==> src/rtl/sosc_pkg.sv <==
// ----------------------------------------------------------------------------
// sosc_pkg: shared types and constants of the sine oscillator
// Widths, register indexes and the structs passed between the parts.
// ----------------------------------------------------------------------------
`default_nettype none

package sosc_pkg;

  // fixed-point widths
  localparam int TableAddrBits = 10;
  localparam int TableSize     = 1 << TableAddrBits;
  localparam int SampleBits    = 16;
  localparam int PhaseBits     = 32;
  localparam int GainBits      = 16;
  localparam int GainUseBits   = GainBits + 1;
  localparam int RampBits      = 16;
  localparam int GainOne       = 32768;

  // register port
  localparam int ApbAddrBits   = 4;
  localparam int ApbDataBits   = 32;

  // queue between front and back
  localparam int QueueDepth    = 2;
  localparam int QueuePtrBits  = $clog2(QueueDepth);
  localparam int QueueCntBits  = $clog2(QueueDepth + 1);

  // register indexes (word address)
  typedef enum logic [1:0] {
    REG_PHASE_INC   = 2'd0,
    REG_TARGET_GAIN = 2'd1,
    REG_RAMP_LENGTH = 2'd2
  } reg_idx_e;

  // register port request
  typedef struct packed {
    logic                   psel;
    logic                   penable;
    logic                   pwrite;
    logic [ApbAddrBits-1:0] paddr;
    logic [ApbDataBits-1:0] pwdata;
  } apb_req_t;

  // classified lookup: mirrored table index and sign of the half-wave
  typedef struct packed {
    logic                     neg;
    logic [TableAddrBits-1:0] idx;
  } lookup_t;

  // gain for one sample, Q1.15 rounded, and ramp status
  typedef struct packed {
    logic [GainUseBits-1:0] gain;
    logic                   active;
  } gain_t;

endpackage

`default_nettype wire

==> src/rtl/sosc_front.sv <==
// ----------------------------------------------------------------------------
// sosc_front: phase accumulator and lookup classification
// Takes one beat per cycle while the queue has room and no division runs,
// forms phase plus offset, pushes the quadrant-folded index into the queue.
// ----------------------------------------------------------------------------
`default_nettype none

module sosc_front (
  input  wire logic                             clk_i,
  input  wire logic                             rst_ni,
  input  wire logic                             in_valid_i,
  input  wire logic signed [sosc_pkg::PhaseBits-1:0] fm_offset_i,
  output logic                                  in_stall_o,
  input  wire logic [sosc_pkg::PhaseBits-1:0]   phase_inc_i,
  input  wire logic                             busy_i,
  input  wire logic                             q_full_i,
  output logic                                  push_o,
  output sosc_pkg::lookup_t                     push_data_o
);
  import sosc_pkg::*;

  logic [PhaseBits-1:0]     phase_q, phase_d;
  logic [PhaseBits-1:0]     addr;
  logic [TableAddrBits-1:0] raw_idx;

  // accept when queue has room and no step division is running
  assign in_stall_o = q_full_i | busy_i;
  assign push_o     = in_valid_i & ~in_stall_o;

  // lookup phase and quadrant folding
  assign addr             = phase_q + $unsigned(fm_offset_i);
  assign raw_idx          = addr[PhaseBits-3 -: TableAddrBits];
  assign push_data_o.neg  = addr[PhaseBits-1];
  assign push_data_o.idx  = addr[PhaseBits-2] ? ~raw_idx : raw_idx;

  // accumulator advances once per accepted beat
  assign phase_d = push_o ? phase_q + phase_inc_i : phase_q;

  always_ff @(posedge clk_i or negedge rst_ni) begin
    if (!rst_ni) begin
      phase_q <= '0;
    end else begin
      phase_q <= phase_d;
    end
  end

endmodule

`default_nettype wire

==> config.mk <==
export PLATFORM = sky130hd
export DESIGN_NAME = sosc_front
export DESIGN_NICKNAME = d
export VERILOG_FILES = /design/src/rtl/sosc_pkg.sv /design/src/rtl/sosc_front.sv
export SDC_FILE = /design/constraint.sdc
export NUM_CORES = 1
export LEC_CHECK = 0
export BUFFER_PORTS_ARGS = -buffer_cell sky130_fd_sc_hd__buf_4
export CORE_MARGIN = 2
export CORE_UTILIZATION = 45
export DETAILED_ROUTE_END_ITERATION = 10
export PLACE_DENSITY = 0.64
export SYNTH_ARGS = -nofsm -noshare
export SYNTH_HDL_FRONTEND = slang
export SYNTH_SLANG_ARGS = --single-unit
export TNS_END_PERCENT = 1
==> constraint.sdc <==
create_clock -name clk_i -period 3.2 [get_ports clk_i]
set_clock_uncertainty 0.2 [all_clocks]
set_input_delay 0.32 -clock clk_i [delete_from_list [all_inputs] [get_ports clk_i]]
set_output_delay 0.32 -clock clk_i [all_outputs]
set_load 0.005 [all_outputs]
; ---- Word level (Yosys, flattened, before mapping)
; Index checks and enable logic that the tools add are counted.
[word_totals]
ff_bits = 32
input_bits = 69
out_inout_bits = 13
wordCells = 8
[op_classes]
n_addsub = 2
n_mux = 1
bitwise_logic = 4
[ops]
columns = cell, count
row1 = 32-bit adder, 2
row2 = 10-bit two-way mux, 1
row3 = 10-bit inverter, 1
row4 = 1-bit bitwise AND, 1
row5 = 1-bit inverter, 1
row6 = 1-bit OR, 1

; ---- Logic depth before layout (Yosys ltp)
[logic_depth]
depth_word = 3
mapped_depth = 10
ltp_nobuf = 10

; ---- Worst setup path after synthesis
; No wires, ideal clock.
[synth_path]
path_type = reg-to-output
from = reg phase_q[9]
to = out push_data_o[6] (netlist name)
t_arrival_ps = 2501
required_ps = 2680
slack_ps = 179
path_stages_with_launch = 9
path_cell_list = dfrtp_1 > ha_1 > a21o_1 > a221oi_1 > a211oi_2 > o31ai_2 > nand2_2 > xor2_4 > xor3_1
[synth_rtl]
columns = item, line_no
row1 = "start, declared", sosc_front.sv:22  ; logic [PhaseBits-1:0] phase_q, phase_d;
row2 = "start signal, assigned", sosc_front.sv:43  ; phase_q <= phase_d;
row3 = "end, declared", sosc_front.sv:18  ; output sosc_pkg::lookup_t push_data_o

==> results.txt <==
----------------------------------------------------
[Run status]
  Result of the run ... complete, but fails checks
  Violations in the final reports ... negative setup slack

[Worst hold path]
  Worst min-delay path category ... in -> reg

[Layout]
  Most used cells in the layout excluding fill and tap cells ... 117 x buf_4, 60 x nand2_1, 48 x a21oi_1, 45 x ha_1, 32 x o21ai_0
  Antenna Diode Count ... 0
  Area growth, synth to finish ... 32.03%
  Max FFs per register ... 32
  Number of nets in the layout ... 754
  Final non-filler cell area ... ~5600 µm²
  Largest registers ranked by flip-flop count ... phase_q: 32 flops
  Fraction of final layout cells sized beyond drive strength 1 ... 0.2921
  Reg with most FFs ... phase_q
  Most common library cell in the layout ignoring fill and taps ... buf_4

[Clocking]
  Cell at the root of the clock tree ... clkbuf_8
  CTS max path bufs ... 2
  Num CTS Buffers ... 5
  Insertion delay of the later-clocked pin in the worst-skew pair ... between 0.2 and 0.3 ns
  Clock slew at reported path FFs ... ~0.07 ns
  Total number of clock tree sinks ... 32
  Number of H-tree branching levels ... 2
  CTS tree ... yes

[Floorplanning]
  Vertical die dimension ... approximately 100 µm
  Initial Utilization ... 0.4610
  I/O pins ... a little over 80
  Total die area ... 10170 µm²
  Die outline width ... between 100 and 150 µm
  Number of rows in the core area ... 35
  Floorplan Core Area ... approximately 9200 µm²

[Placed design]
  Routability Congestion ... around 0.92
  Port Buffer Count ... just over 80
  Post-placement cell area ... 5039 µm²
  Setup slack after placement ... -0.08929 ns
  Half-perimeter wire length after placement ... 9448 µm

[Route]
  First-pass DRT Iterations ... 5
  Antenna-violating nets left ... 0
  Post-detailed-route DRC marker count ... 0
  Ratio of routed vias to standard cells ... approximately 5.9
  Detail-routed net length per standard cell ... approximately 16 µm
  Starting DRC count in detailed routing ... between 200 and 300
  Total length of routed wires ... between 10000 and 15000 µm
  Routed vias ... roughly 4300

[Synth]
  Synth top area share ... 0.1898
  Syn Inst Count ... around 520
  Flops & latches, synth ... 32
  Number of enable-type register cells in the synthesized netlist ... 0
  Sequential fraction of the synthesis area ... 0.1898
  Cells taking the most area after synthesis ... dfrtp_1 19%, ha_1 18%, a21oi_1 6.4%, xnor2_1 5.8%, nand2_1 5.5%
  Synthesized area per cell ... between 8 and 9 µm²
  Count of different cell masters after synthesis ... ~70
  Fraction of registers with async set or reset after synthesis ... 1.000
  Synthesized Nets ... 650
  Total standard cell area after synthesis ... about 4200 µm²
  Number of warnings reported in the yosys synthesis log ... 0
  Top FF cell, synth ... dfrtp_1
  Leading area contributor after synthesis ... dfrtp_1

[Setup path]
  Endpoint class of the critical path ... output pin
  Maximum fanout along the worst path ... 2
  CP startpoint kind ... register
  Signal arrival time at the worst endpoint ... 2.74 ns
  Data required, critical path ... around 2.7 ns
  Classification of the worst setup path ... reg -> out

[Global route]
  Global-route total usage across every layer ... 0.2437
  Number of antenna violations at the first check in global routing ... 0
  Via count of the first global-routing pass ... approximately 4200
  Pin count of the biggest net entering global routing ... 39
  Wire length of the first global-routing pass ... just under 20000 µm
  Gr ovfl total ... 0

[STA]
  RSZ-0062 raised after global routing ... yes
  Final slew viol count ... 0
  Worst slew pin tran ... around 0.51 ns
  Final Hold Violating Endpoints ... 0
  Final period util ... 1.018
  Setup WS post-layout ... -0.05751 ns
  Tmin final ... 3.258 ns
  Worst slew margin relative to its limit ... 0.6630
  Setup-violating endpoint count in the final report ... 11
  Achievable frequency ... about 310 MHz

[Pwr]
  Leakage power ... between 2 and 3 nW
  Maximum ir drop on the vdd rail ... 0.4624 mV
  Power density over the cells ... approximately 1100 nW/µm²

[Run]
  Reported max-cap violation count ... 0

----------------------------------------------------
[synthesized netlist by cell type, types with 4 or more instances]
library cell and n:
a31oi_1 5, a21o_1 30, o211ai_1 6, nor2_1 21, nand2b_1 4, dfrtp_1 32, xor2_1 15, nor2b_1 5
nand3_1 17, inv_1 13, clkbuf_1 14, nor3_1 7, a21oi_1 54, o21ai_1 14, ha_1 61, nor3b_1 4
xnor2_1 28, o31ai_1 4, o21ai_0 32, nand4_1 12, nand2_1 62, o21a_1 4
[power by group]
part | internal (mW) | switching (mW)
clock | 0.148 | 0.157
combinational | 2.40 | 2.33
sequential | 0.607 | 0.256
[worst paths after layout]
path,cells after the start,slack (ns),start,to
setup / recovery,11,-0.06,phase_q[2],push_data_o[6]
hold / removal,4,0.16,phase_inc_i[0],phase_q[0]
setup reg to reg,9,0.14,phase_q[9],phase_q[21]
hold reg to reg,1,0.31,phase_q[31],phase_q[31]
max in group asynchronous,2,2.14,rst_ni,phase_q[16]
min in group asynchronous,2,0.32,rst_ni,phase_q[6]
[timing repair]
action                                 CTS  global route
setup endpoints to repair               11            17
endpoints found under the hold margin   32             0
hold buffers                             1             0
buffers inserted                         9             5
gates resized for setup                 30            16
pin swaps                               12             5
[layout make-up]
| cell class | instances | area, µm² |
|---|---|---|
| repair buffers | 119 | 899.6 |
| clock inverters | 1 | 5.005 |
| multi-input cells | 452 | 3598 |
| clock buffers | 6 | 72.57 |
| flip-flops and latches | 32 | 807.0 |
| well taps | 111 | 138.9 |
| inverters | 13 | 48.80 |
| fillers | 812 | 3582 |
[layer usage]
| metal | up-vias | global-route usage | share of wire | routed length [µm] |
|---|---|---|---|---|
| met1 | 2003 | 0.3328 | 0.46 | 5607 |
| li1 | 2159 | - | - | - |
| met5 | - | 0 | 0 | 0 |
| met3 | 25 | 0.03121 | 0.044 | 537 |
| met2 | 127 | 0.4072 | 0.47 | 5687 |
| met4 | 0 | 0.06217 | 0.020 | 243 |
[logic make-up (layout without fill, tap and decap cells)]
family                     after synthesis  after routing  share of synthesized area
adders and majority gates               62             62                     0.1856
DFF                                     32             32                     0.1898
AOI/OAI and AO/OA                      190            190                     0.2998
buffers and inverters                   35            139                    0.03588
and+or+nand+nor                        152            152                     0.1803
muxes                                    3              3                   0.007118
xor gates and xnor gates                45             45                     0.1014
[metrics by stage]
| step | cells | hold slack, ns | TNS (ns) | utilization | power (mW) |
|---|---|---|---|---|---|
| 2_1_floorplan | 519 | -0.1756 | 0 | - | 3.711 |
| 3_3_place_gp | 712 | 0.1005 | -0.02709 | 0.5505 | 4.954 |
| 3_5_place_dp | 712 | 0.1002 | -0.5674 | 0.5505 | 5.048 |
| 4_1_cts | 729 | 0.1460 | -0.3441 | 0.5973 | 5.753 |
| 5_1_grt | 734 | 0.1794 | -1.646 | 0.6086 | 6.448 |
| 6_report | 734 | 0.1568 | -0.2254 | 0.6086 | 5.894 |
[worst max-delay path: stages, from the launching register on]
cell and delay, ns:
dfrtp_1 0.41, ha_4 0.28, nand4_1 0.08, a21oi_2 0.12
buf_4 0.14, o2111ai_2 0.17, buf_4 0.17, a21oi_1 0.18
nor3b_1 0.08, o41ai_2 0.28, xor3_1 0.39, buf_4 0.15
Note: power is estimated with default switching activity, not from simulation.
