===== src/rtl/sosc_pkg.sv =====
// ----------------------------------------------------------------------------
// sosc_pkg: shared types and constants of the sine oscillator
// Widths, register indexes and the structs passed between the parts.
// ----------------------------------------------------------------------------
`default_nettype none

package sosc_pkg;

  // fixed-point widths
  localparam int TableAddrBits = 10;
  localparam int TableSize     = 1 << TableAddrBits;
  localparam int SampleBits    = 16;
  localparam int PhaseBits     = 32;
  localparam int GainBits      = 16;
  localparam int GainUseBits   = GainBits + 1;
  localparam int RampBits      = 16;
  localparam int GainOne       = 32768;

  // register port
  localparam int ApbAddrBits   = 4;
  localparam int ApbDataBits   = 32;

  // queue between front and back
  localparam int QueueDepth    = 2;
  localparam int QueuePtrBits  = $clog2(QueueDepth);
  localparam int QueueCntBits  = $clog2(QueueDepth + 1);

  // register indexes (word address)
  typedef enum logic [1:0] {
    REG_PHASE_INC   = 2'd0,
    REG_TARGET_GAIN = 2'd1,
    REG_RAMP_LENGTH = 2'd2
  } reg_idx_e;

  // register port request
  typedef struct packed {
    logic                   psel;
    logic                   penable;
    logic                   pwrite;
    logic [ApbAddrBits-1:0] paddr;
    logic [ApbDataBits-1:0] pwdata;
  } apb_req_t;

  // classified lookup: mirrored table index and sign of the half-wave
  typedef struct packed {
    logic                     neg;
    logic [TableAddrBits-1:0] idx;
  } lookup_t;

  // gain for one sample, Q1.15 rounded, and ramp status
  typedef struct packed {
    logic [GainUseBits-1:0] gain;
    logic                   active;
  } gain_t;

endpackage

`default_nettype wire


===== src/rtl/sosc_queue.sv =====
// ----------------------------------------------------------------------------
// sosc_queue: small fifo between front and back
// Lets the front keep accepting while the back holds a stalled result.
// ----------------------------------------------------------------------------
`default_nettype none

module sosc_queue (
  input  wire logic              clk_i,
  input  wire logic              rst_ni,
  input  wire logic              push_i,
  input  wire sosc_pkg::lookup_t push_data_i,
  input  wire logic              pop_i,
  output sosc_pkg::lookup_t      pop_data_o,
  output logic                   empty_o,
  output logic                   full_o
);
  import sosc_pkg::*;

  lookup_t                 mem_q [QueueDepth];
  logic [QueuePtrBits-1:0] wr_ptr_q, rd_ptr_q;
  logic [QueueCntBits-1:0] cnt_q, cnt_d;

  assign empty_o    = (cnt_q == '0);
  assign full_o     = (cnt_q == QueueCntBits'(QueueDepth));
  assign pop_data_o = mem_q[rd_ptr_q];

  // entry storage
  always_ff @(posedge clk_i) begin
    if (push_i) begin
      mem_q[wr_ptr_q] <= push_data_i;
    end
  end

  // occupancy
  always_comb begin
    cnt_d = cnt_q;
    if (push_i && !pop_i) begin
      cnt_d = cnt_q + QueueCntBits'(1);
    end else if (!push_i && pop_i) begin
      cnt_d = cnt_q - QueueCntBits'(1);
    end
  end

  // pointers and count
  always_ff @(posedge clk_i or negedge rst_ni) begin
    if (!rst_ni) begin
      wr_ptr_q <= '0;
      rd_ptr_q <= '0;
      cnt_q    <= '0;
    end else begin
      if (push_i) begin
        wr_ptr_q <= QueuePtrBits'(wr_ptr_q + 1'b1);
      end
      if (pop_i) begin
        rd_ptr_q <= QueuePtrBits'(rd_ptr_q + 1'b1);
      end
      cnt_q <= cnt_d;
    end
  end

endmodule

`default_nettype wire


===== config.mk =====
export PLATFORM = sky130hd
export DESIGN_NAME = sosc_queue
export DESIGN_NICKNAME = d
export VERILOG_FILES = /design/src/rtl/sosc_pkg.sv /design/src/rtl/sosc_queue.sv
export SDC_FILE = /design/constraint.sdc
export NUM_CORES = 1
export LEC_CHECK = 0
export ABC_CLOCK_PERIOD_IN_PS = 1590
export BUFFER_PORTS_ARGS = -buffer_cell sky130_fd_sc_hd__buf_2
export CAP_MARGIN = 25
export CORE_ASPECT_RATIO = 0.75
export CORE_MARGIN = 4
export CORE_UTILIZATION = 35
export CTS_CLUSTER_SIZE = 10
export DETAILED_ROUTE_END_ITERATION = 16
export PLACE_DENSITY = 0.67
export SLEW_MARGIN = 20
export SYNTH_ARGS = -nofsm -noshare
export SYNTH_HDL_FRONTEND = slang
export SYNTH_SLANG_ARGS = --single-unit

===== constraint.sdc =====
create_clock -name clk_i -period 1.59 [get_ports clk_i]
set_clock_uncertainty 0.15 [all_clocks]
set_input_delay 0.0795 -clock clk_i [delete_from_list [all_inputs] [get_ports clk_i]]
set_output_delay 0.0795 -clock clk_i [all_outputs]
set_load 0.05 [all_outputs]

==> Yosys cells after proc, flatten, opt, wreduce, memory -nomap -nowiden <==
Memories as Yosys holds them, arrays and structs flattened.
Index checks and enable logic that the tools add are counted.
{ "op_classes": {"div_mod_pow": 0, "n_eq_ne": 1, "n_mux": 4, "n_addsub": 4, "mul": 0, "magnitude_cmp": 0, "bitwise": 0, "n_shift": 0, "reduce_logical": 6} }
{ "op_table": {"columns": ["operator", "count"], "rows": [
  ["two-way mux 2 bit", 2],
  ["adder 1 bit (second input constant)", 2],
  ["adder 2 x 1 -> 2 bit (second input constant)", 1],
  ["equality test 2 bit (second input constant)", 1],
  ["logical AND 1 bit", 2],
  ["zero test 1 bit", 2],
  ["zero test 2 bit", 1],
  ["two-way mux 1 bit", 2],
  ["nonzero test 2 bit", 1],
  ["subtractor 2 x 1 -> 2 bit (second input constant)", 1]
]} }
{ "totals": {"memories": 1, "ramBits": 22, "wordCells": 19, "latchBits": 0, "output_inout_bits": 13, "register_bits": 4, "rom_bits": 0, "in_bits": 15} }
{ "mem_list": {"columns": ["name", "depth", "word_bits", "rd", "rd_clocked_by_memory_dff", "wr", "line_no", "rtl"], "rows": [
  ["mem_q", 2, 11, 1, 0, 1, "sosc_queue.sv:19", "lookup_t mem_q [QueueDepth];"]
]} }

==> Depth between registers and ports, before layout <==
Gate-level depths: netlist of run 1.
{ "logic_depth": {"ltp_word": 4, "mapped_depth": 5, "depth_no_buf": 5} }

==> Worst setup path before layout of run 1 <==
No wires, ideal clock.
{ "synth_timing": {"kind": "register -> register", "from": "register wr_ptr_q", "to": "memory mem_q[0][0] in the netlist's numbering (enable)", "period_less_slack_ns": 1.449, "setup_time_ns": 0.380, "t_arrival_ns": 0.919, "required_ns": 1.060, "stages_incl_launch_ff": 2, "setup_slack_ns": 0.141, "path_buffers": 0, "path_cell_list": "dfrtp_1 -> nor2b_1"} }
{ "synth_rtl": {"columns": ["element", "line_no", "rtl"], "rows": [
  ["from (decl)", "sosc_queue.sv:20", "logic [QueuePtrBits-1:0] wr_ptr_q, rd_ptr_q;"],
  ["from (signal assigned)", "sosc_queue.sv:52", "wr_ptr_q <= QueuePtrBits'(wr_ptr_q + 1'b1);"],
  ["to (decl)", "sosc_queue.sv:19", null]
]} }
Straight into the memory's write port.

==> flow_summary_export.csv, run 1 <==
group,metric,value,unit
critical_path,critPathCaptureType,"output pin",
logic_synthesis,synth_seq_area_share,74.7,%
clock_network,cts_buffers,3,
sta,setup_viol,0,
layout,final_nets,117,
clock_network,insertion_delay,0.26,ns
floorplanning,num_rows,16,
sta,hold_viol,0,
floorplanning,core_area,0.00270,mm2
critical_path,crit_required,1.36,ns
routing,vias,550,
layout,layout.cells.most_common,"edfxtp_1",
placement,place_congestion,0.639,
critical_path,crit_type,"flop to output pin",
critical_path,worstPathCellList,"buf_6 -> mux2_4 -> buf_2",
routing,dr.pass1.iters,2,
routing,ant_nets,0,
logic_synthesis,synth_cell_types,13,
critical_path,timing.critical_path.buf_inv,2,
job,max-cap-violations,0,
clock_network,cts_tree,"built",
placement,dp_slack,0.280,ns
logic_synthesis,yosys-top-cells-area,"edfxtp_1, mux2_4, dfrtp_1, xor2_1, mux2_2",
clock_network,cts-root-buf,"clkbuf_8",
logic_synthesis,synth_area_per_cell,20.4,um2
critical_path,arrival,1.31,ns
logic_synthesis,synth_warnings,0,
sta,setup_ws,0.0488,ns
placement,place_area,0.00122,mm2
global_route,grt_pass1_wl,2510,um
global_route,grt_max_degree,16,
critical_path,critical_path.max_fanout,5,
sta,rsz0062_at_grt,"false",
floorplanning,ios,28,
floorplanning,start_util,37.7,%
logic_synthesis,synth-seq-cells,26,
sta,min_period,1.54,ns
logic_synthesis,synth_top_area_share,64.9,%
status,status,"finished, final reports clean",
clock_network,clkSlewWorstSetupHoldPaths,0.09,ns
clock_network,clock_sinks,26,
layout,syn_to_final_growth,45.5,%
global_route,grtUsageTotal,8.81,%
power_and_ir_drop,leakage,0.000625,uW
floorplanning,die_area,0.00385,mm2
logic_synthesis,synth_top_area_cell,"edfxtp_1",
sta,timing.fmax,649,MHz
power_and_ir_drop,ir_drop,0.966,mV
sta,worst_slew_pin_slew,0.258,ns
sta,fin_crit_sh,96.9,%
critical_path,critPathMaxStageDelay,0.41,ns
sta,maxSlewViolCount,0,
global_route,grt_pass1_vias,563,
critical_path,crit_path_top_delay_cell,"dfrtp_1",
routing,drc,0,
critical_path,worstSetupStartpointType,"flop",
layout,drive_gt1_share,48.0,%
layout,diodes,0,
hold_path,hp-class,"flop to flop",
routing,wl_per_cell,11.6,um
sta,hold_slack,0.345,ns
clock_network,cts.htree.levels,1,
routing,drtIter0Drc,9,
placement,place_hpwl,1160,um
layout,final_cell_mix,"edfxtp_1, buf_2, dlygate4sd3_1",
power_and_ir_drop,cellPowerDensity,1900,mW/mm2
routing,wl,1580,um
sta,final.setup.tns,0,ns
placement,portBuffers,27,
clock_network,ctsLongestPathBuffers,2,
floorplanning,die_h,54.7,um
floorplanning,die_x,70.3,um
logic_synthesis,syn_area,0.00102,mm2
clock_network,post_cts_buffers,0,
critical_path,crit_family,"flip-flops",
routing,avgViaCountPerCell,4.04,
global_route,grt_overflow,0,
layout,design_area,0.00148,mm2
logic_synthesis,syn_inst,50,
logic_synthesis,syn_nets,66,
sta,max-slew-margin-rel,82.9,%
global_route,grt_antenna_before_repair,0,
timing repair:
action                                  CTS  global route
hold buffers                             15             0
endpoints found under the hold margin    28             0
resized for setup                         1            18
cloned                                    0             0
endpoints found under the setup margin    1             9
path summary, 6_finish.rpt:
path                           from             to  slack [ns]  cells after the start
setup / recovery           rd_ptr_q  pop_data_o[4]        0.05                      3
hold / removal             cnt_q[1]       cnt_q[1]        0.34                      1
setup reg to reg           wr_ptr_q    mem_q[1][0]        0.27                      2
hold reg to reg            cnt_q[1]       cnt_q[1]        0.34                      1
max in group asynchronous    rst_ni       cnt_q[1]        0.56                      3
min in group asynchronous    rst_ni       wr_ptr_q        0.55                      3
power by group:
| group | switching (uW) | internal [uW] | total (uW) |
|---|---|---|---|
| clock network | 192 | 336 | 529 |
| logic | 781 | 511 | 1290 |
| registers | 72.1 | 920 | 992 |
| total | 1050 | 1770 | 2810 |
per-layer routing:
| layer | up-vias | track usage (%) | share of wire (%) |
|---|---|---|---|
| li1 | 282 | - | - |
| met1 | 247 | 10.1 | 45 |
| met2 | 21 | 15.7 | 47 |
| met3 | 0 | 4.22 | 8.2 |
| met4 | 0 | 0.955 | 0 |
| met5 | - | 0 | 0 |
flip-flops by register name, summed over array words and instances (netlist names):
register and cells:
rd_ptr_q 1, cnt_q 2, mem_q 22, wr_ptr_q 1
layout make-up:
class | count | area [um2]
Tap cell | 36 | 45.0
Sequential cell | 26 | 761
Fill cell | 226 | 1220
Multi-Input combinational cell | 22 | 243
Clock inverter | 1 | 30.0
Timing Repair Buffer | 47 | 358
Inverter | 1 | 3.75
Clock buffer | 3 | 41.3
logic make-up after synthesis:
logic type	after synthesis	share of synthesized area [%]
DFF	26	74.7
muxes	11	15.5
xor gates and xnor gates	5	4.30
and+or+nand+nor	5	2.83
buffers and inverters	2	1.47
adders and majority gates	1	1.23
synth_stat cells, drive strengths merged:
master,n
nor2,2
xnor2,1
edfxtp,22
and2b,1
inv,1
xor2,4
and2,1
buf,1
ha,1
mux2,11
dfrtp,4
nor2b,1
metrics by stage:
stage,cells,total power (uW),util (%)
detailed placement,117,2200,45.3
finish,136,2810,54.8
global route,136,2950,54.8
global placement,117,2180,45.3
floorplan,50,1950,-
CTS,136,2770,53.6
Power figures use the tool's default switching activity.
==> run 2: changes to the inputs <==
--- a/config.mk
+++ b/config.mk
@@ -5,7 +5,7 @@
 export SDC_FILE = /design/constraint.sdc
 export NUM_CORES = 1
 export LEC_CHECK = 0
-export ABC_CLOCK_PERIOD_IN_PS = 1590
+export ABC_CLOCK_PERIOD_IN_PS = 1700
 export BUFFER_PORTS_ARGS = -buffer_cell sky130_fd_sc_hd__buf_2
 export CAP_MARGIN = 25
 export CORE_ASPECT_RATIO = 0.75
==> constraint.sdc (replaced) <==
create_clock -name clk_i -period 1.7 [get_ports clk_i]
set_clock_uncertainty 0.15 [all_clocks]
set_input_delay 0.085 -clock clk_i [delete_from_list [all_inputs] [get_ports clk_i]]
set_output_delay 0.085 -clock clk_i [all_outputs]
set_load 0.05 [all_outputs]
==> run 2 against run 1 <==
Net effect:
- sequential share of layout area increased by 1.5 points
- first-iteration DRC count increased by 11%
- die area unchanged
- sequential cell count unchanged
- core utilization decreased by 1.6 points
- power decreased by 10%
- global-route usage increased by 0.40 points
- routed wire length increased by 2.0%
- count of clock-buffer cells in the layout unchanged
- final cell count decreased by 0.74%
- register-to-register slack improved by 0.06 ns
- highest routed layer is now met4
==> flow_summary_export.csv, run 2 (synthesized netlist as in run 1, its figures left out) <==
group,metric,value,unit
clock_network,clock_sinks,26,
critical_path,worstSetupStartpointType,"flop",
critical_path,worstPathCellList,"buf_4 -> mux2_2 -> buf_2",
critical_path,r2r-start,"wr_ptr_q",
critical_path,critPathCaptureType,"output pin",
critical_path,reg2reg_slack,0.33,ns
layout,syn_to_final_growth,41.3,%
global_route,grt_overflow,0,
sta,timing.fmax,635,MHz
floorplanning,num_rows,16,
sta,final.setup.tns,0,ns
placement,portBuffers,27,
critical_path,worstRegToRegCells,1,
hold_path,hp-class,"flop to flop",
status,status,"finished, final reports clean",
global_route,grt_pass1_wl,2620,um
global_route,grt_max_degree,16,
sta,maxSlewViolCount,0,
layout,final_nets,116,
floorplanning,ios,28,
critical_path,critPathMaxStageDelay,0.35,ns
power_and_ir_drop,leakage,0.000608,uW
routing,ant_nets,0,
routing,avgViaCountPerCell,4.27,
power_and_ir_drop,cellPowerDensity,1760,mW/mm2
clock_network,cts.htree.levels,1,
hold_path,holdPathStages,1,
critical_path,critical_path.max_fanout,7,
global_route,grt_antenna_before_repair,0,
layout,largest-register,"mem_q",
sta,setup_viol,0,
floorplanning,die_x,70.3,um
hold_path,hold_start,"cnt_q[1]",
routing,dr.pass1.iters,2,
sta,hold_viol,0,
clock_network,clkSlewWorstSetupHoldPaths,0.08,ns
clock_network,insertion_delay,0.26,ns
layout,final_util,53.2,%
routing,drtIter0Drc,10,
power_and_ir_drop,ir_drop,0.897,mV
sta,min_period,1.57,ns
hold_path,min_delay_worst_endpoint,"cnt_q[1]",
layout,final_cell_mix,"buf_2, edfxtp_1, dlygate4sd3_1",
clock_network,cts-root-buf,"clkbuf_8",
critical_path,crit_type,"flop to output pin",
sta,fin_crit_sh,92.6,%
sta,worst_slew_pin_slew,0.531,ns
routing,wl_per_cell,11.9,um
layout,drive_gt1_share,47.5,%
clock_network,cts_buffers,3,
critical_path,r2r_end,"mem_q[1][5]",
floorplanning,core_area,0.00270,mm2
job,max-cap-violations,0,
floorplanning,die_h,54.7,um
global_route,grtUsageTotal,9.21,%
layout,layout.cells.most_common,"buf_2",
routing,wl,1610,um
routing,drc,0,
clock_network,cts_tree,"built",
placement,place_congestion,0.642,
sta,hold_slack,0.347,ns
layout,diodes,0,
routing,vias,576,
clock_network,post_cts_buffers,0,
global_route,grt_pass1_vias,582,
clock_network,ctsLongestPathBuffers,2,
sta,max-slew-margin-rel,64.6,%
layout,largest_reg_flops,22,
sta,rsz0062_at_grt,"false",
layout,top_regs,"mem_q (22), cnt_q (2)",
critical_path,arrival,1.34,ns
critical_path,crit_path_top_delay_cell,"dfrtp_1",
floorplanning,die_area,0.00385,mm2
critical_path,crit_required,1.46,ns
floorplanning,start_util,37.7,%
[run 2: per-layer routing]
metal | global-route usage [%] | wire [um] | vias to the layer above
met5 | 0 | 0 | -
met1 | 10.8 | 690 | 272
met2 | 14.9 | 756 | 22
met3 | 4.77 | 154 | 2
li1 | - | - | 280
met4 | 2.87 | 10 | 0
[run 2: area by class of cell]
| cell class | count | area, um2 |
|---|---|---|
| clock buffer | 3 | 41.3 |
| inverter | 1 | 3.75 |
| timing repair buffer | 46 | 315 |
| multi-input combinational | 22 | 243 |
| clock inverter | 1 | 30.0 |
| tap | 36 | 45.0 |
| sequential | 26 | 761 |
| fill | 238 | 1260 |
[run 2: repair_timing]
item | 4_1_cts | 5_1_grt
gates resized for setup | 0 | 0
endpoints found under the setup margin | 0 | 0
hold buffers | 15 | 0
endpoints found under the hold margin | 28 | 0
[run 2: metrics by stage]
step / instances / power (uW) / worst slack (ns) / instance area (um2)
after global routing: 135 / 2660 / 0.0521 / 1440
after CTS: 135 / 2570 / 0.105 / 1440
after floorplan: 50 / 1820 / 0.251 / 1020
after detailed placement: 116 / 2050 / 0.322 / 1220
after global placement: 116 / 2030 / 0.387 / 1220
final: 135 / 2530 / 0.125 / 1440
[run 2: worst max-delay path by stage]
stage / start / endpoint / slack (ns) / cells after the start
global route: rd_ptr_q / pop_data_o[9] / 0.05 / 3
global placement: wr_ptr_q / mem_q[1][1] / 0.39 / 1
finish: rd_ptr_q / pop_data_o[9] / 0.13 / 3
floorplan: wr_ptr_q / mem_q[0][0] / 0.25 / 1
detailed placement: wr_ptr_q / mem_q[1][3] / 0.32 / 1
CTS: rd_ptr_q / pop_data_o[9] / 0.10 / 3
[run 2: worst max-delay path, delay by kind of cell (launching register included)]
| kind | cells | cell delay (ns) |
|---|---|---|
| buf+inv | 2 | 0.39 |
| flops | 1 | 0.35 |
| mux | 1 | 0.34 |
[run 2: power breakdown]
part | internal (uW) | total, uW | switching, uW
Clock | 315 | 490 | 175
Combinational | 395 | 1120 | 722
Sequential | 861 | 925 | 63.8
Total | 1570 | 2530 | 961
