## src/rtl/sosc_pkg.sv

```systemverilog
// ----------------------------------------------------------------------------
// sosc_pkg: shared types and constants of the sine oscillator
// Widths, register indexes and the structs passed between the parts.
// ----------------------------------------------------------------------------
`default_nettype none

package sosc_pkg;

  // fixed-point widths
  localparam int TableAddrBits = 10;
  localparam int TableSize     = 1 << TableAddrBits;
  localparam int SampleBits    = 16;
  localparam int PhaseBits     = 32;
  localparam int GainBits      = 16;
  localparam int GainUseBits   = GainBits + 1;
  localparam int RampBits      = 16;
  localparam int GainOne       = 32768;

  // register port
  localparam int ApbAddrBits   = 4;
  localparam int ApbDataBits   = 32;

  // queue between front and back
  localparam int QueueDepth    = 2;
  localparam int QueuePtrBits  = $clog2(QueueDepth);
  localparam int QueueCntBits  = $clog2(QueueDepth + 1);

  // register indexes (word address)
  typedef enum logic [1:0] {
    REG_PHASE_INC   = 2'd0,
    REG_TARGET_GAIN = 2'd1,
    REG_RAMP_LENGTH = 2'd2
  } reg_idx_e;

  // register port request
  typedef struct packed {
    logic                   psel;
    logic                   penable;
    logic                   pwrite;
    logic [ApbAddrBits-1:0] paddr;
    logic [ApbDataBits-1:0] pwdata;
  } apb_req_t;

  // classified lookup: mirrored table index and sign of the half-wave
  typedef struct packed {
    logic                     neg;
    logic [TableAddrBits-1:0] idx;
  } lookup_t;

  // gain for one sample, Q1.15 rounded, and ramp status
  typedef struct packed {
    logic [GainUseBits-1:0] gain;
    logic                   active;
  } gain_t;

endpackage

`default_nettype wire

```

## src/rtl/sosc_ctrl.sv

```systemverilog
// ----------------------------------------------------------------------------
// sosc_ctrl: register file, gain ramp and step divider
// Holds the configuration, the ramp state, and a one-bit-per-cycle
// divider that forms the per-sample gain step after a new target.
// ----------------------------------------------------------------------------
`default_nettype none

module sosc_ctrl (
  input  wire logic                           clk_i,
  input  wire logic                           rst_ni,
  input  wire sosc_pkg::apb_req_t             apb_i,
  output logic [sosc_pkg::ApbDataBits-1:0]    prdata_o,
  output logic [sosc_pkg::PhaseBits-1:0]      phase_inc_o,
  output logic                                busy_o,
  input  wire logic                           tick_i,
  output sosc_pkg::gain_t                     gain_o
);
  import sosc_pkg::*;

  localparam int DivCntBits = $clog2(PhaseBits);

  logic [PhaseBits-1:0]  phase_inc_q, phase_inc_d;
  logic [GainBits-1:0]   target_q, target_d;
  logic [RampBits-1:0]   ramp_len_q, ramp_len_d;
  logic [PhaseBits-1:0]  cur_q, cur_d;
  logic [PhaseBits:0]    step_q, step_d;
  logic [RampBits-1:0]   cnt_q, cnt_d;
  logic                  busy_q, busy_d;
  logic [DivCntBits-1:0] div_cnt_q, div_cnt_d;
  logic [RampBits-1:0]   rem_q, rem_d;
  logic [PhaseBits-1:0]  quo_q, quo_d;
  logic                  div_neg_q, div_neg_d;

  logic                  wr;
  reg_idx_e              widx;
  logic [GainBits-1:0]   t_raw, t_clamp;
  logic [PhaseBits-1:0]  tq31, new_q31, sum_next, g31, mag;
  logic [PhaseBits:0]    diff, neg_diff;
  logic [RampBits:0]     rem_shift, rem_sub;
  logic                  ge;
  logic [PhaseBits-1:0]  quo_new;

  assign wr    = apb_i.psel & apb_i.penable & apb_i.pwrite;
  assign widx  = reg_idx_e'(apb_i.paddr[ApbAddrBits-1:2]);

  // target clamp and distance to the new target
  assign t_raw    = apb_i.pwdata[GainBits-1:0];
  assign t_clamp  = (t_raw > GainBits'(GainOne)) ? GainBits'(GainOne) : t_raw;
  assign tq31     = {target_q, {(PhaseBits-GainBits){1'b0}}};
  assign new_q31  = {t_clamp, {(PhaseBits-GainBits){1'b0}}};
  assign diff     = {1'b0, new_q31} - {1'b0, cur_q};
  assign neg_diff = -diff;
  assign mag      = diff[PhaseBits] ? neg_diff[PhaseBits-1:0] : diff[PhaseBits-1:0];

  // restoring divide step
  assign rem_shift = {rem_q, quo_q[PhaseBits-1]};
  assign rem_sub   = rem_shift - {1'b0, ramp_len_q};
  assign ge        = (rem_shift >= {1'b0, ramp_len_q});
  assign quo_new   = {quo_q[PhaseBits-2:0], ge};

  // gain seen by the next sample
  assign sum_next = cur_q + step_q[PhaseBits-1:0];
  assign g31      = (cnt_q > RampBits'(1)) ? sum_next : tq31;
  assign gain_o.gain   = GainUseBits'({1'b0, g31[PhaseBits-1 -: GainBits]})
                       + GainUseBits'(g31[PhaseBits-GainBits-1]);
  assign gain_o.active = (cnt_q > RampBits'(1));

  assign phase_inc_o = phase_inc_q;
  assign busy_o      = busy_q;

  // register readback
  always_comb begin
    unique case (reg_idx_e'(apb_i.paddr[ApbAddrBits-1:2]))
      REG_PHASE_INC:   prdata_o = phase_inc_q;
      REG_TARGET_GAIN: prdata_o = ApbDataBits'(target_q);
      REG_RAMP_LENGTH: prdata_o = ApbDataBits'(ramp_len_q);
      default:         prdata_o = '0;
    endcase
  end

  // ramp advance, divider iteration, then register writes
  always_comb begin
    phase_inc_d = phase_inc_q;
    target_d    = target_q;
    ramp_len_d  = ramp_len_q;
    cur_d       = cur_q;
    step_d      = step_q;
    cnt_d       = cnt_q;
    busy_d      = busy_q;
    div_cnt_d   = div_cnt_q;
    rem_d       = rem_q;
    quo_d       = quo_q;
    div_neg_d   = div_neg_q;

    // one ramp tick per sample
    if (tick_i && cnt_q != '0) begin
      cnt_d = cnt_q - RampBits'(1);
      cur_d = (cnt_q != RampBits'(1)) ? sum_next : tq31;
    end

    // step division, one quotient bit per cycle
    if (busy_q) begin
      rem_d     = ge ? rem_sub[RampBits-1:0] : rem_shift[RampBits-1:0];
      quo_d     = quo_new;
      div_cnt_d = div_cnt_q + DivCntBits'(1);
      if (div_cnt_q == DivCntBits'(PhaseBits - 1)) begin
        busy_d = 1'b0;
        step_d = div_neg_q ? -{1'b0, quo_new} : {1'b0, quo_new};
      end
    end

    // configuration writes
    if (wr) begin
      unique case (widx)
        REG_PHASE_INC: begin
          phase_inc_d = apb_i.pwdata;
        end
        REG_TARGET_GAIN: begin
          if (t_clamp != target_q) begin
            target_d = t_clamp;
            if (ramp_len_q == '0) begin
              cur_d  = new_q31;
              cnt_d  = '0;
              step_d = '0;
              busy_d = 1'b0;
            end else begin
              cnt_d     = ramp_len_q;
              busy_d    = 1'b1;
              div_cnt_d = '0;
              rem_d     = '0;
              quo_d     = mag;
              div_neg_d = diff[PhaseBits];
            end
          end
        end
        REG_RAMP_LENGTH: begin
          ramp_len_d = apb_i.pwdata[RampBits-1:0];
          cur_d      = tq31;
          cnt_d      = '0;
          step_d     = '0;
          busy_d     = 1'b0;
        end
        default: begin
        end
      endcase
    end
  end

  // control and ramp state
  always_ff @(posedge clk_i or negedge rst_ni) begin
    if (!rst_ni) begin
      phase_inc_q <= '0;
      target_q    <= '0;
      ramp_len_q  <= RampBits'(480);
      cur_q       <= '0;
      step_q      <= '0;
      cnt_q       <= '0;
      busy_q      <= 1'b0;
      div_cnt_q   <= '0;
    end else begin
      phase_inc_q <= phase_inc_d;
      target_q    <= target_d;
      ramp_len_q  <= ramp_len_d;
      cur_q       <= cur_d;
      step_q      <= step_d;
      cnt_q       <= cnt_d;
      busy_q      <= busy_d;
      div_cnt_q   <= div_cnt_d;
    end
  end

  // divider datapath
  always_ff @(posedge clk_i) begin
    rem_q     <= rem_d;
    quo_q     <= quo_d;
    div_neg_q <= div_neg_d;
  end

endmodule

`default_nettype wire

```

## config.mk

```make
export PLATFORM = sky130hd
export DESIGN_NAME = sosc_ctrl
export DESIGN_NICKNAME = d
export VERILOG_FILES = /design/src/rtl/sosc_pkg.sv /design/src/rtl/sosc_ctrl.sv
export SDC_FILE = /design/constraint.sdc
export NUM_CORES = 1
export LEC_CHECK = 0
export BUFFER_PORTS_ARGS = -buffer_cell sky130_fd_sc_hd__buf_2
export CAP_MARGIN = 20
export CORE_ASPECT_RATIO = 0.75
export CORE_UTILIZATION = 39
export CTS_CLUSTER_SIZE = 10
export DETAILED_ROUTE_END_ITERATION = 6
export GPL_TIMING_DRIVEN = 0
export PLACE_DENSITY = 0.56
export SYNTH_ARGS = -nofsm -noshare
export SYNTH_HDL_FRONTEND = slang
export SYNTH_SLANG_ARGS = --single-unit
```

## constraint.sdc

```tcl
create_clock -name clk_i -period 11.2 [get_ports clk_i]
set_input_delay 1.12 -clock clk_i [delete_from_list [all_inputs] [get_ports clk_i]]
set_output_delay 1.12 -clock clk_i [all_outputs]
set_load 0.05 [all_outputs]
```

Word level (Yosys, flattened, before mapping). Cells that the tools add are included.

Register bits: 200. Latch bits: 0. RAM bits: 0. Memory bits (read-only): 0. Bits of input ports: 42. Output and inout port bits: 83. Word-level logic and storage cells: 82. Memories kept: 0.

Add/sub/neg operators: 8. Multipliers: 0. Div/mod/pow operators: 0. Magnitude comparators: 3. Equal/unequal tests: 5. Shift-type cells: 0. Multiplexer cells: 44. Bitwise gates (word level): 3. Reductions and logical operators: 8.

Operator list (number): $mux 32 (12); $mux 33 (6); $mux 16 (11); $pmux 32 s3 (1); $pmux 33 s2 (1); $pmux 32 s2 (1); $neg 32->33 (1); $sub 32x32->33 (1); $add 32x32->32 (1); $neg 32->32 (1); $pmux 16 s2 (1); $mux 5 (5); $add 16x1->17 (1); $ge 17x16->1 (1); $gt 16x1->1 const B (1); $gt 16x16->1 const B (1); $logic_not 16->1 (1); $ne 16x1->1 const B (1); $ne 16x16->1 (1); $reduce_bool 16->1 (1); $sub 16x1->16 const B (1); $sub 16x16->16 (1); $add 5x1->5 const B (1); $eq 5x5->1 const B (1); 11 further kinds (17).

Logic depth before layout (Yosys ltp). Gate-level depths: netlist of run 1.

Word-level depth: 9. Mapped depth: 21. Gate-level depth less buffers: 20.

Worst setup path before layout of run 1. Ideal clock, no wire load.

Path type: reg2out. Start: register cnt_q[6]. End: output gain_o[17] (netlist name). Arrival: 4.682 ns. Data required time: 10.080 ns. Slack: 5.398 ns. Cell stages (with the launch flop): 14. Buffers on the path: 2. Cells stage by stage: dfrtp_1 -> nor4_1 -> nor3b_1 -> o2111a_1 -> clkbuf_1 -> buf_1 -> nand2_1 -> o21ai_0 -> ha_1 -> ha_1 -> o21ai_0 -> a21o_1 -> or2_2 -> nor4_1.

RTL lines: start, declared (line sosc_ctrl.sv:27) `logic [RampBits-1:0] cnt_q, cnt_d;`; start signal, assigned (line sosc_ctrl.sv:166) `cnt_q <= cnt_d;`; end, declared (line sosc_ctrl.sv:16) `output sosc_pkg::gain_t gain_o`.

==> results of run 1 <==
routing by layer:
| metal | share of wire [%] | GRT usage [%] | vias to the layer above |
|---|---|---|---|
| met1 | 51 | 42.20 | 7107 |
| met5 | 0 | 0 | - |
| met4 | 1.4 | 6.609 | 0 |
| li1 | - | - | 6834 |
| met3 | 9.1 | 6.052 | 42 |
| met2 | 39 | 36.57 | 568 |
flip-flops by register name, summed over array words and instances (netlist names):
register	cells
phase_inc_o	32
target_q	16
step_q	32
ramp_len_q	16
quo_q	32
cur_q	32
busy_o	1
div_neg_q	1
div_cnt_q	5
rem_q	16
cnt_q	16
worst register-to-register path: cells and delay by family (launching register included):
kind                     cells  cell delay (ps)
flip-flops                   1              610
adder cells (fa/ha/maj)      2              650
buffers and inverters        4             1060
AO/OA/AOI/OAI                7             1590
AND/OR/NAND/NOR              7             1040
XOR/XNOR                     1              300
cell type report:
type | instances | area [um^2]
antenna | 2 | 5.005
fill | 3902 | 21120
buffer | 117 | 451.7
tap | 512 | 640.6
timing repair buffer | 124 | 655.6
inverter | 60 | 225.2
sequential | 199 | 4750
clock inverter | 13 | 217.7
clock buffer | 19 | 432.9
multi-input combinational | 1420 | 9666
logic make-up (layout without fill, tap and decap cells):
kind of cell,Yosys count,after routing,synth area share [%]
and+or+nand+nor,574,574,18.71
AOI/OAI and AO/OA,508,508,22.38
DFF,199,199,31.47
buffers and inverters,177,333,4.485
xor gates and xnor gates,165,165,9.576
muxes,96,96,6.898
adders and majority gates,77,77,6.483
other,0,2,0
power by group through the flow:
stage                     combinational, mW  clock (mW)  sequential, mW
after global placement                 3.21           0            1.33
after floorplan                        2.40           0            1.30
after global routing                   3.61       0.733            1.38
final                                  3.32       0.694            1.34
after CTS                              3.27       0.708            1.32
after detailed placement               3.24           0            1.34
Yosys cell counts (60+ instances only):
library cell,number
dfrtp_1,146
a21oi_1,111
clkbuf_1,98
xor2_1,69
nand2_1,148
o21ai_0,101
mux2_2,64
ha_1,75
a211oi_1,64
inv_1,60
nor2_1,165
xnor2_1,96
layout by cell type (no fill, tap or decap), drive strengths merged, types with 16 or more instances in the layout:
cell	netlist	routed
xnor2	96	96
a211oi	64	64
mux2	64	64
inv	60	64
nor2	165	165
a22oi	21	21
a222oi	16	16
o21ai	103	103
a21o	31	31
dfrtp	146	146
nand3	35	35
mux2i	32	32
nor3	34	34
a21oi	111	111
nor2b	29	29
ha	75	75
clkbuf	101	120
xor2	69	69
and2	26	26
or3	19	19
dfxtp	48	48
o31ai	17	17
buf	16	140
a31oi	21	21
nand2	148	148
nor4	27	27
path summary, 6_finish.rpt:
check | startpoint | cells past startpoint | endpoint | slack, ps
hold reg to reg | rem_q[15] | 2 | rem_q[15] | 490
max in group asynchronous | rst_ni | 2 | ramp_len_q[6] | 9750
setup reg to reg | ramp_len_q[1] | 21 | step_q[20] | 5800
setup / recovery | cnt_q[6] | 14 | gain_o[17] | 4670
min in group asynchronous | rst_ni | 1 | cur_q[9] | 570
hold / removal | rem_q[15] | 2 | rem_q[15] | 490
==> impl_metrics.json, run 1 <==
{
  "slew_viol_final": 0,
  "start_util_pct": 39.54,
  "yosysTopAreaCell": "dfrtp_1",
  "die_h_um": 172.4,
  "path_class": "reg -> out",
  "post-route-min-period_ps": 6532,
  "power.net_switching_mw": 2.784,
  "wl_mm": 53.21,
  "first_global_vias": 13590,
  "cts_tree": "built",
  "hold_class": "reg -> reg",
  "vias": 14550,
  "drc": 0,
  "detail_route.wl_per_cell_um": 21.58,
  "port_buffers": 122,
  "dp.cells": 2432,
  "internal_power_mw": 2.568,
  "hold_violations": 0,
  "final_util_pct": 44.66,
  "pre_cts_slack_ps": 4753,
  "pwr-share-seq_pct": 25.0,
  "start_kind": "flip-flop",
  "setup_ws_ps": 4668,
  "tightest_slew_ps": 970.1,
  "drtPass1Iterations": 7,
  "placed_cell_area_um2": 16390,
  "switching_share_pct": 52.02,
  "hold-worst-slack_ps": 490.3,
  "end_kind": "output pin",
  "setup_tns_ps": 0,
  "rsz0062_at_grt": "no",
  "fin_skew_ps": 15.25,
  "max_freq_mhz": 153.1,
  "yosysSeqAreaShare_pct": 31.47,
  "htreeDepth": 4,
  "cap_violations": 0,
  "drive_gt1_share_pct": 12.81,
  "die_w_um": 229.2,
  "synth-async-reset-ratio_pct": 75.38,
  "cts_sinks": 199,
  "peakVddDrop_v": 0.0001678,
  "clk_latency_ps": 460,
  "ant_nets": 0,
  "clkPwrFrac_pct": 13.0,
  "hold_buffers": 0,
  "cts_buffers": 17,
  "crit_fanout": 10,
  "synth_nets": 1915,
  "synth_top_area_share_pct": 24.21,
  "p_leak_nw": 7.266,
  "syn-cell-area_um2": 15090,
  "io_pins": 125,
  "core_area_um2": 38170,
  "synth_edf_count": 1,
  "synth_seq_cells": 199,
  "crit_slowest_cell": "nor3b_1",
  "dp_hpwl_mm": 41.51,
  "post_cts.repair.setup_buffers": 0,
  "avgSynthCellArea_um2": 8.403,
  "crit_family": "simple AND/OR/NAND/NOR gates",
  "row_count": 62,
  "synth_cells": 1796,
  "overflow": 0,
  "status": "finished, final reports clean",
  "postCtsResizedCells": 0,
  "grt_pass1_wl_mm": 82.11,
  "grt_start_max_net_pins": 98,
  "pwr-share-comb_pct": 62.0,
  "gp_congestion": 0.9802,
  "via_per_inst": 5.901,
  "grt_usage_pct": 27.07,
  "power_mw": 5.352,
  "required_ps": 10080,
  "die-area_um2": 39500,
  "cp.arrival_ps": 5410,
  "synth_warnings": 0,
  "maxSlewHeadroom_pct": 35.33,
  "cts_buffer_depth": 2,
  "clk_pin_slew_ps": 80,
  "finalSetupViolCount": 0,
  "drtIter0Drc": 1476,
  "max_stage_delay_ps": 840,
  "nets": 2058,
  "p_per_area_nw_per_um2": 314.0,
  "crit_chain": "nor4_1 > nor3b_1 > o2111a_1 > clkbuf_1 > buf_1 > nand2_1 > o21ai_0 > ha_1 > ha_1 > o21ai_0 > a21o_1 > or2_2 > nor4_1 > buf_2",
  "yosys-top-cells-area": "dfrtp_1, dfxtp_1, ha_1, xnor2_1, mux2_2",
  "antenna_found_initial": 1,
  "period_share_pct": 58.32,
  "ys.flop_type": "dfrtp_1",
  "area_growth_pct": 12.93,
  "layout.cells.non_filler": 2466,
  "yosysUniqueCellTypes": 78,
  "cts_root_buffer": "clkbuf_16",
  "final_area_um2": 17040,
  "crit_buf_inv": 3
}
Note: power is estimated with default switching activity, not from simulation.
==> inputs of run 2 (changes only) <==
--- a/config.mk
+++ b/config.mk
@@ -12,7 +12,7 @@
 export CTS_CLUSTER_SIZE = 10
 export DETAILED_ROUTE_END_ITERATION = 6
 export GPL_TIMING_DRIVEN = 0
-export PLACE_DENSITY = 0.56
+export PLACE_DENSITY = 0.58
 export SYNTH_ARGS = -nofsm -noshare
 export SYNTH_HDL_FRONTEND = slang
 export SYNTH_SLANG_ARGS = --single-unit
==> constraint.sdc (replaced) <==
create_clock -name clk_i -period 5.5 [get_ports clk_i]
set_input_delay 0.55 -clock clk_i [delete_from_list [all_inputs] [get_ports clk_i]]
set_output_delay 0.55 -clock clk_i [all_outputs]
set_load 0.05 [all_outputs]
==> run 2 against run 1 <==
Effect of this change: first-iteration DRC count up 16%; largest cell class unchanged; clock skew up 2.1 ps; sequential cell count unchanged; die area unchanged; the flow now finishes with violations (negative hold slack); largest power group unchanged; register-to-register slack worse by 5300 ps.
==> impl_metrics.json, run 2 (synthesis gave the netlist of run 1 again) <==
{
  "die_h_um": 172.4,
  "cap_violations": 0,
  "hold_class": "in -> async",
  "rsz0062_at_grt": "no",
  "grt_usage_pct": 26.86,
  "cp.arrival_ps": 4770,
  "ant_nets": 0,
  "crit_fanout": 7,
  "cts_root_buffer": "clkbuf_16",
  "port_buffers": 122,
  "nFillCells": 3836,
  "cts_sinks": 199,
  "row_count": 62,
  "post_cts.repair.setup_buffers": 0,
  "post-route-min-period_ps": 5322,
  "tightest_slew_ps": 939.5,
  "drtPass1Iterations": 6,
  "final_cell_mix": "nor2_1, nand2_1, dfrtp_1, buf_2, a21oi_1",
  "hold_buffers": 0,
  "hold_violations": 1,
  "gp_congestion": 0.9686,
  "dp_hpwl_mm": 41.10,
  "fin_skew_ps": 17.32,
  "first_global_vias": 13440,
  "cts_buffers": 17,
  "setup_ws_ps": 178.2,
  "power_mw": 10.82,
  "end_kind": "output pin",
  "maxSlewHeadroom_pct": 37.36,
  "wl_mm": 52.90,
  "start_util_pct": 39.54,
  "cts_buffer_depth": 2,
  "start_kind": "flip-flop",
  "drive_gt1_share_pct": 13.28,
  "hold-worst-slack_ps": -3.063,
  "via_per_inst": 5.912,
  "area_growth_pct": 12.79,
  "htreeDepth": 4,
  "drtIter0Drc": 1712,
  "io_pins": 125,
  "overflow": 0,
  "violations": "negative hold slack",
  "drc": 0,
  "period_share_pct": 96.76,
  "path_class": "reg -> out",
  "core_area_um2": 38170,
  "num_antenna_cells": 0,
  "vias": 14560,
  "p_per_area_nw_per_um2": 635.6,
  "detail_route.wl_per_cell_um": 21.48,
  "max_freq_mhz": 187.9,
  "pre_cts_slack_ps": -400.8,
  "clk_latency_ps": 470,
  "peakVddDrop_v": 0.0003723,
  "die_w_um": 229.2,
  "cts_tree": "built",
  "grt_start_max_net_pins": 94,
  "status": "complete, but fails checks",
  "slew_viol_final": 0,
  "finalSetupViolCount": 0,
  "required_ps": 4950,
  "p_leak_nw": 7.245,
  "antenna_found_initial": 0,
  "layout_commonest_cell": "nor2_1",
  "grt_pass1_wl_mm": 81.69,
  "nets": 2057,
  "die-area_um2": 39500,
  "clk_pin_slew_ps": 70
}
==> run 2: report_power, final <==
part	leakage [nW]	internal (mW)	switching, mW
registers	2.30	2.02	0.715
clock network	0.288	0.650	0.664
logic	4.65	2.43	4.34
total	7.25	5.10	5.72
==> run 2: repair_timing <==
item	CTS	global route
cloned	0	0
setup endpoints to repair	11	36
gates resized for setup	4	10
==> run 2: metal layers <==
layer  global-route usage (%)  vias to the layer above  wire (um)
li1                         -                     6828          -
met1                    42.17                     7107      26560
met2                    37.30                      592      20890
met3                    4.799                       34       4839
met4                    5.710                        0        614
met5                        0                        -          0
==> run 2: final timing paths <==
check	to	from	cells after the start	slack, ps
worst max-delay path	gain_o[17]	cur_q[1]	14	180
worst min-delay path	cur_q[10]	rst_ni	1	-3
worst max register to register	step_q[20]	ramp_len_q[1]	20	490
worst min register to register	rem_q[15]	rem_q[15]	2	490
max in group asynchronous	ramp_len_q[7]	rst_ni	2	4640
min in group clk_i	phase_inc_o[26]	apb_i[26]	2	300
==> run 2: layout make-up <==
class                      instances  area, um^2  area share [%]
timing repair buffer             124       658.1           3.866
sequential                       199        4750           27.90
clock inverter                    13       155.1          0.9114
clock buffer                      19       432.9           2.543
multi-input combinational       1420        9708           57.03
buffer                           116       449.2           2.639
inverter                          60       229.0           1.345
tap                              512       640.6           3.763
==> run 2: critical path, stage by stage, from the launching register on <==
cell	delay, ps
dfrtp_1	470
ha_1	350
a211oi_1	480
o211ai_1	210
a31oi_1	420
o21ai_0	240
xnor2_1	180
nor2_1	200
ha_1	250
ha_1	220
o21ai_0	140
a21o_1	250
or2_2	310
nor4_1	320
buf_4	260
==> run 2: through the flow <==
| step | std cells | TNS, ps | cell area [um^2] | util, % |
|---|---|---|---|---|
| 3_3_place_gp | 2430 | -3254 | 16340 | 42.82 |
| 6_report | 2463 | 0 | 17020 | 44.60 |
| 4_1_cts | 2464 | 0 | 16990 | 44.53 |
| 2_1_floorplan | 1796 | 0 | 15090 | - |
| 5_1_grt | 2463 | 0 | 17020 | 44.60 |
| 3_5_place_dp | 2432 | -4190 | 16390 | 42.94 |
==> inputs of run 3 (changes only) <==
--- a/config.mk
+++ b/config.mk
@@ -9,6 +9,7 @@
 export CAP_MARGIN = 20
 export CORE_ASPECT_RATIO = 0.75
 export CORE_UTILIZATION = 39
+export CTS_BUF_LIST = sky130_fd_sc_hd__clkbuf_4 sky130_fd_sc_hd__clkbuf_8
 export CTS_CLUSTER_SIZE = 10
 export DETAILED_ROUTE_END_ITERATION = 6
 export GPL_TIMING_DRIVEN = 0
==> run 3 against run 2 <==
Effect of this change: via count grew 0.19%; power shrank 2.5%; first-iteration DRC count grew 6.5%; register-to-register slack lost 60 ps; the run now ends clean; highest routed layer unchanged; count of clock-buffer cells in the layout is the same; sequential share of layout area grew 0.27 points; combinational power is essentially flat.
==> impl_metrics.json, run 3 (synthesis gave the netlist of run 1 again) <==
{
  "status": "finished, final reports clean",
  "required_ps": 4950,
  "grt_usage_pct": 26.87,
  "cap_violations": 0,
  "detail_route.wl_per_cell_um": 21.53,
  "holdPathStages": 2,
  "path_common_cell": "ha_1",
  "drtPass1Iterations": 6,
  "ant_nets": 0,
  "hold_class": "in -> reg",
  "post-route-min-period_ps": 5261,
  "first_global_vias": 13450,
  "nets": 2058,
  "setup_tns_ps": 0,
  "crit_family": "compound AO/OA/AOI/OAI gates",
  "peakVddDrop_v": 0.0003747,
  "die_w_um": 229.2,
  "num_antenna_cells": 0,
  "dp_hpwl_mm": 41.10,
  "p_leak_nw": 7.178,
  "cts_tree": "built",
  "overflow": 0,
  "cp.depth": 14,
  "path_class": "reg -> out",
  "area_growth_pct": 11.70,
  "pre_cts_slack_ps": -400.8,
  "die-area_um2": 39500,
  "grt_pass1_wl_mm": 81.64,
  "setup_ws_ps": 238.9,
  "end_kind": "output pin",
  "clkPwrFrac_pct": 9.6,
  "cts_buffer_depth": 2,
  "cp.arrival_ps": 4710,
  "fin_skew_ps": 29.04,
  "power_mw": 10.55,
  "pwr-share-seq_pct": 26.0,
  "crit_fanout": 7,
  "max_freq_mhz": 190.1,
  "row_count": 62,
  "cts_root_buffer": "clkbuf_8",
  "vias": 14590,
  "clk_pin_slew_ps": 130,
  "cts_sinks": 199,
  "internal_power_mw": 4.844,
  "drc": 0,
  "pwr-share-comb_pct": 64.4,
  "p_per_area_nw_per_um2": 625.8,
  "crit_buf_inv": 1,
  "port_buffers": 122,
  "power.net_switching_mw": 5.705,
  "io_pins": 125,
  "core_area_um2": 38170,
  "start_util_pct": 39.54,
  "hold-worst-slack_ps": 239.9,
  "die_h_um": 172.4,
  "cts_buffers": 17,
  "max_stage_delay_ps": 490,
  "period_share_pct": 95.66,
  "htreeDepth": 4,
  "clk_latency_ps": 530,
  "antenna_found_initial": 0,
  "wl_mm": 53.06,
  "finalSetupViolCount": 0,
  "ff2ff_path_depth": 20,
  "drive_gt1_share_pct": 13.52,
  "layout_commonest_cell": "nor2_1",
  "final_cell_mix": "nor2_1, nand2_1, dfrtp_1, buf_2, a21oi_1",
  "gp_congestion": 0.9686,
  "tightest_slew_ps": 928.0,
  "crit_slowest_cell": "dfrtp_1",
  "switching_share_pct": 54.08,
  "hold_violations": 0,
  "maxSlewHeadroom_pct": 38.14,
  "start_kind": "flip-flop",
  "crit_chain": "ha_1 > o211ai_1 > o211ai_1 > a31oi_1 > o21ai_0 > xnor2_1 > nor2_1 > ha_1 > ha_1 > o21ai_0 > a21o_1 > or2_2 > nor4_1 > buf_4",
  "slew_viol_final": 0,
  "via_per_inst": 5.921,
  "drtIter0Drc": 1824,
  "grt_start_max_net_pins": 94
}
[run 3: changes by cell type in the layout (fill, tap and decap cells not counted), moves of 2 or more]
cell       before  now
clkbuf_8        0   17
clkbuf_4        0    2
clkbuf_16      17    0
clkbuf_1       98   96
[run 3: per-stage QoR]
| step | util [%] | instances | area [um^2] |
|---|---|---|---|
| after global placement | 42.82 | 2430 | 16340 |
| after CTS | 44.07 | 2465 | 16820 |
| after detailed placement | 42.94 | 2432 | 16390 |
| final | 44.17 | 2464 | 16860 |
| after global routing | 44.17 | 2464 | 16860 |
| after floorplan | - | 1796 | 15090 |
[run 3: what timing repair did]
item / 4_1_cts / 5_1_grt
setup buffers: 0 / 0
hold buffers: 1 / 0
resized for setup: 4 / 14
endpoints found under the hold margin: 57 / 0
endpoints found under the setup margin: 12 / 41
gates cloned: 0 / 0
pin swaps: 0 / 2
[run 3: power by group through the flow]
stage | Sequential (mW) | Clock, mW | Combinational, mW
2_1_floorplan | 2.65 | 0 | 4.89
3_3_place_gp | 2.71 | 0 | 6.52
3_5_place_dp | 2.73 | 0 | 6.59
4_1_cts | 2.70 | 1.03 | 6.66
5_1_grt | 2.80 | 1.09 | 7.37
6_report | 2.74 | 1.02 | 6.79
[run 3: worst reg2reg max path, delay by kind of cell (launching register included)]
family	cells	cell delay, ps
xor gates and xnor gates	1	340
and+or+nand+nor	7	1080
AOI/OAI and AO/OA	7	1650
buffers and inverters	3	660
DFF	1	640
adders and majority gates	2	590
[run 3: cell type report]
cell class / instances / area, um^2
clock buffer: 19 / 249.0
tap: 512 / 640.6
clock inverter: 13 / 155.1
sequential: 199 / 4750
multi-input combinational: 1420 / 9716
buffer: 116 / 450.4
timing repair buffer: 125 / 668.1
fill: 3854 / 21310
inverter: 60 / 229.0
[run 3: layer usage]
| layer | track usage (%) | part of all wire [%] | vias to the layer above |
|---|---|---|---|
| met4 | 4.493 | 0.90 | 0 |
| met1 | 42.23 | 50 | 7142 |
| met2 | 37.58 | 40 | 579 |
| met5 | 0 | 0 | - |
| met3 | 5.112 | 9.1 | 35 |
| li1 | - | - | 6833 |
[run 3: path summary, 6_finish.rpt]
check / start / end / slack, ps
worst max-delay path: cur_q[2] / gain_o[17] / 240
worst min-delay path: apb_i[26] / phase_inc_o[26] / 240
worst max register to register: ramp_len_q[1] / step_q[20] / 430
worst min register to register: rem_q[15] / rem_q[15] / 490
max in group asynchronous: rst_ni / ramp_len_q[7] / 4070
min in group asynchronous: rst_ni / cur_q[10] / 550
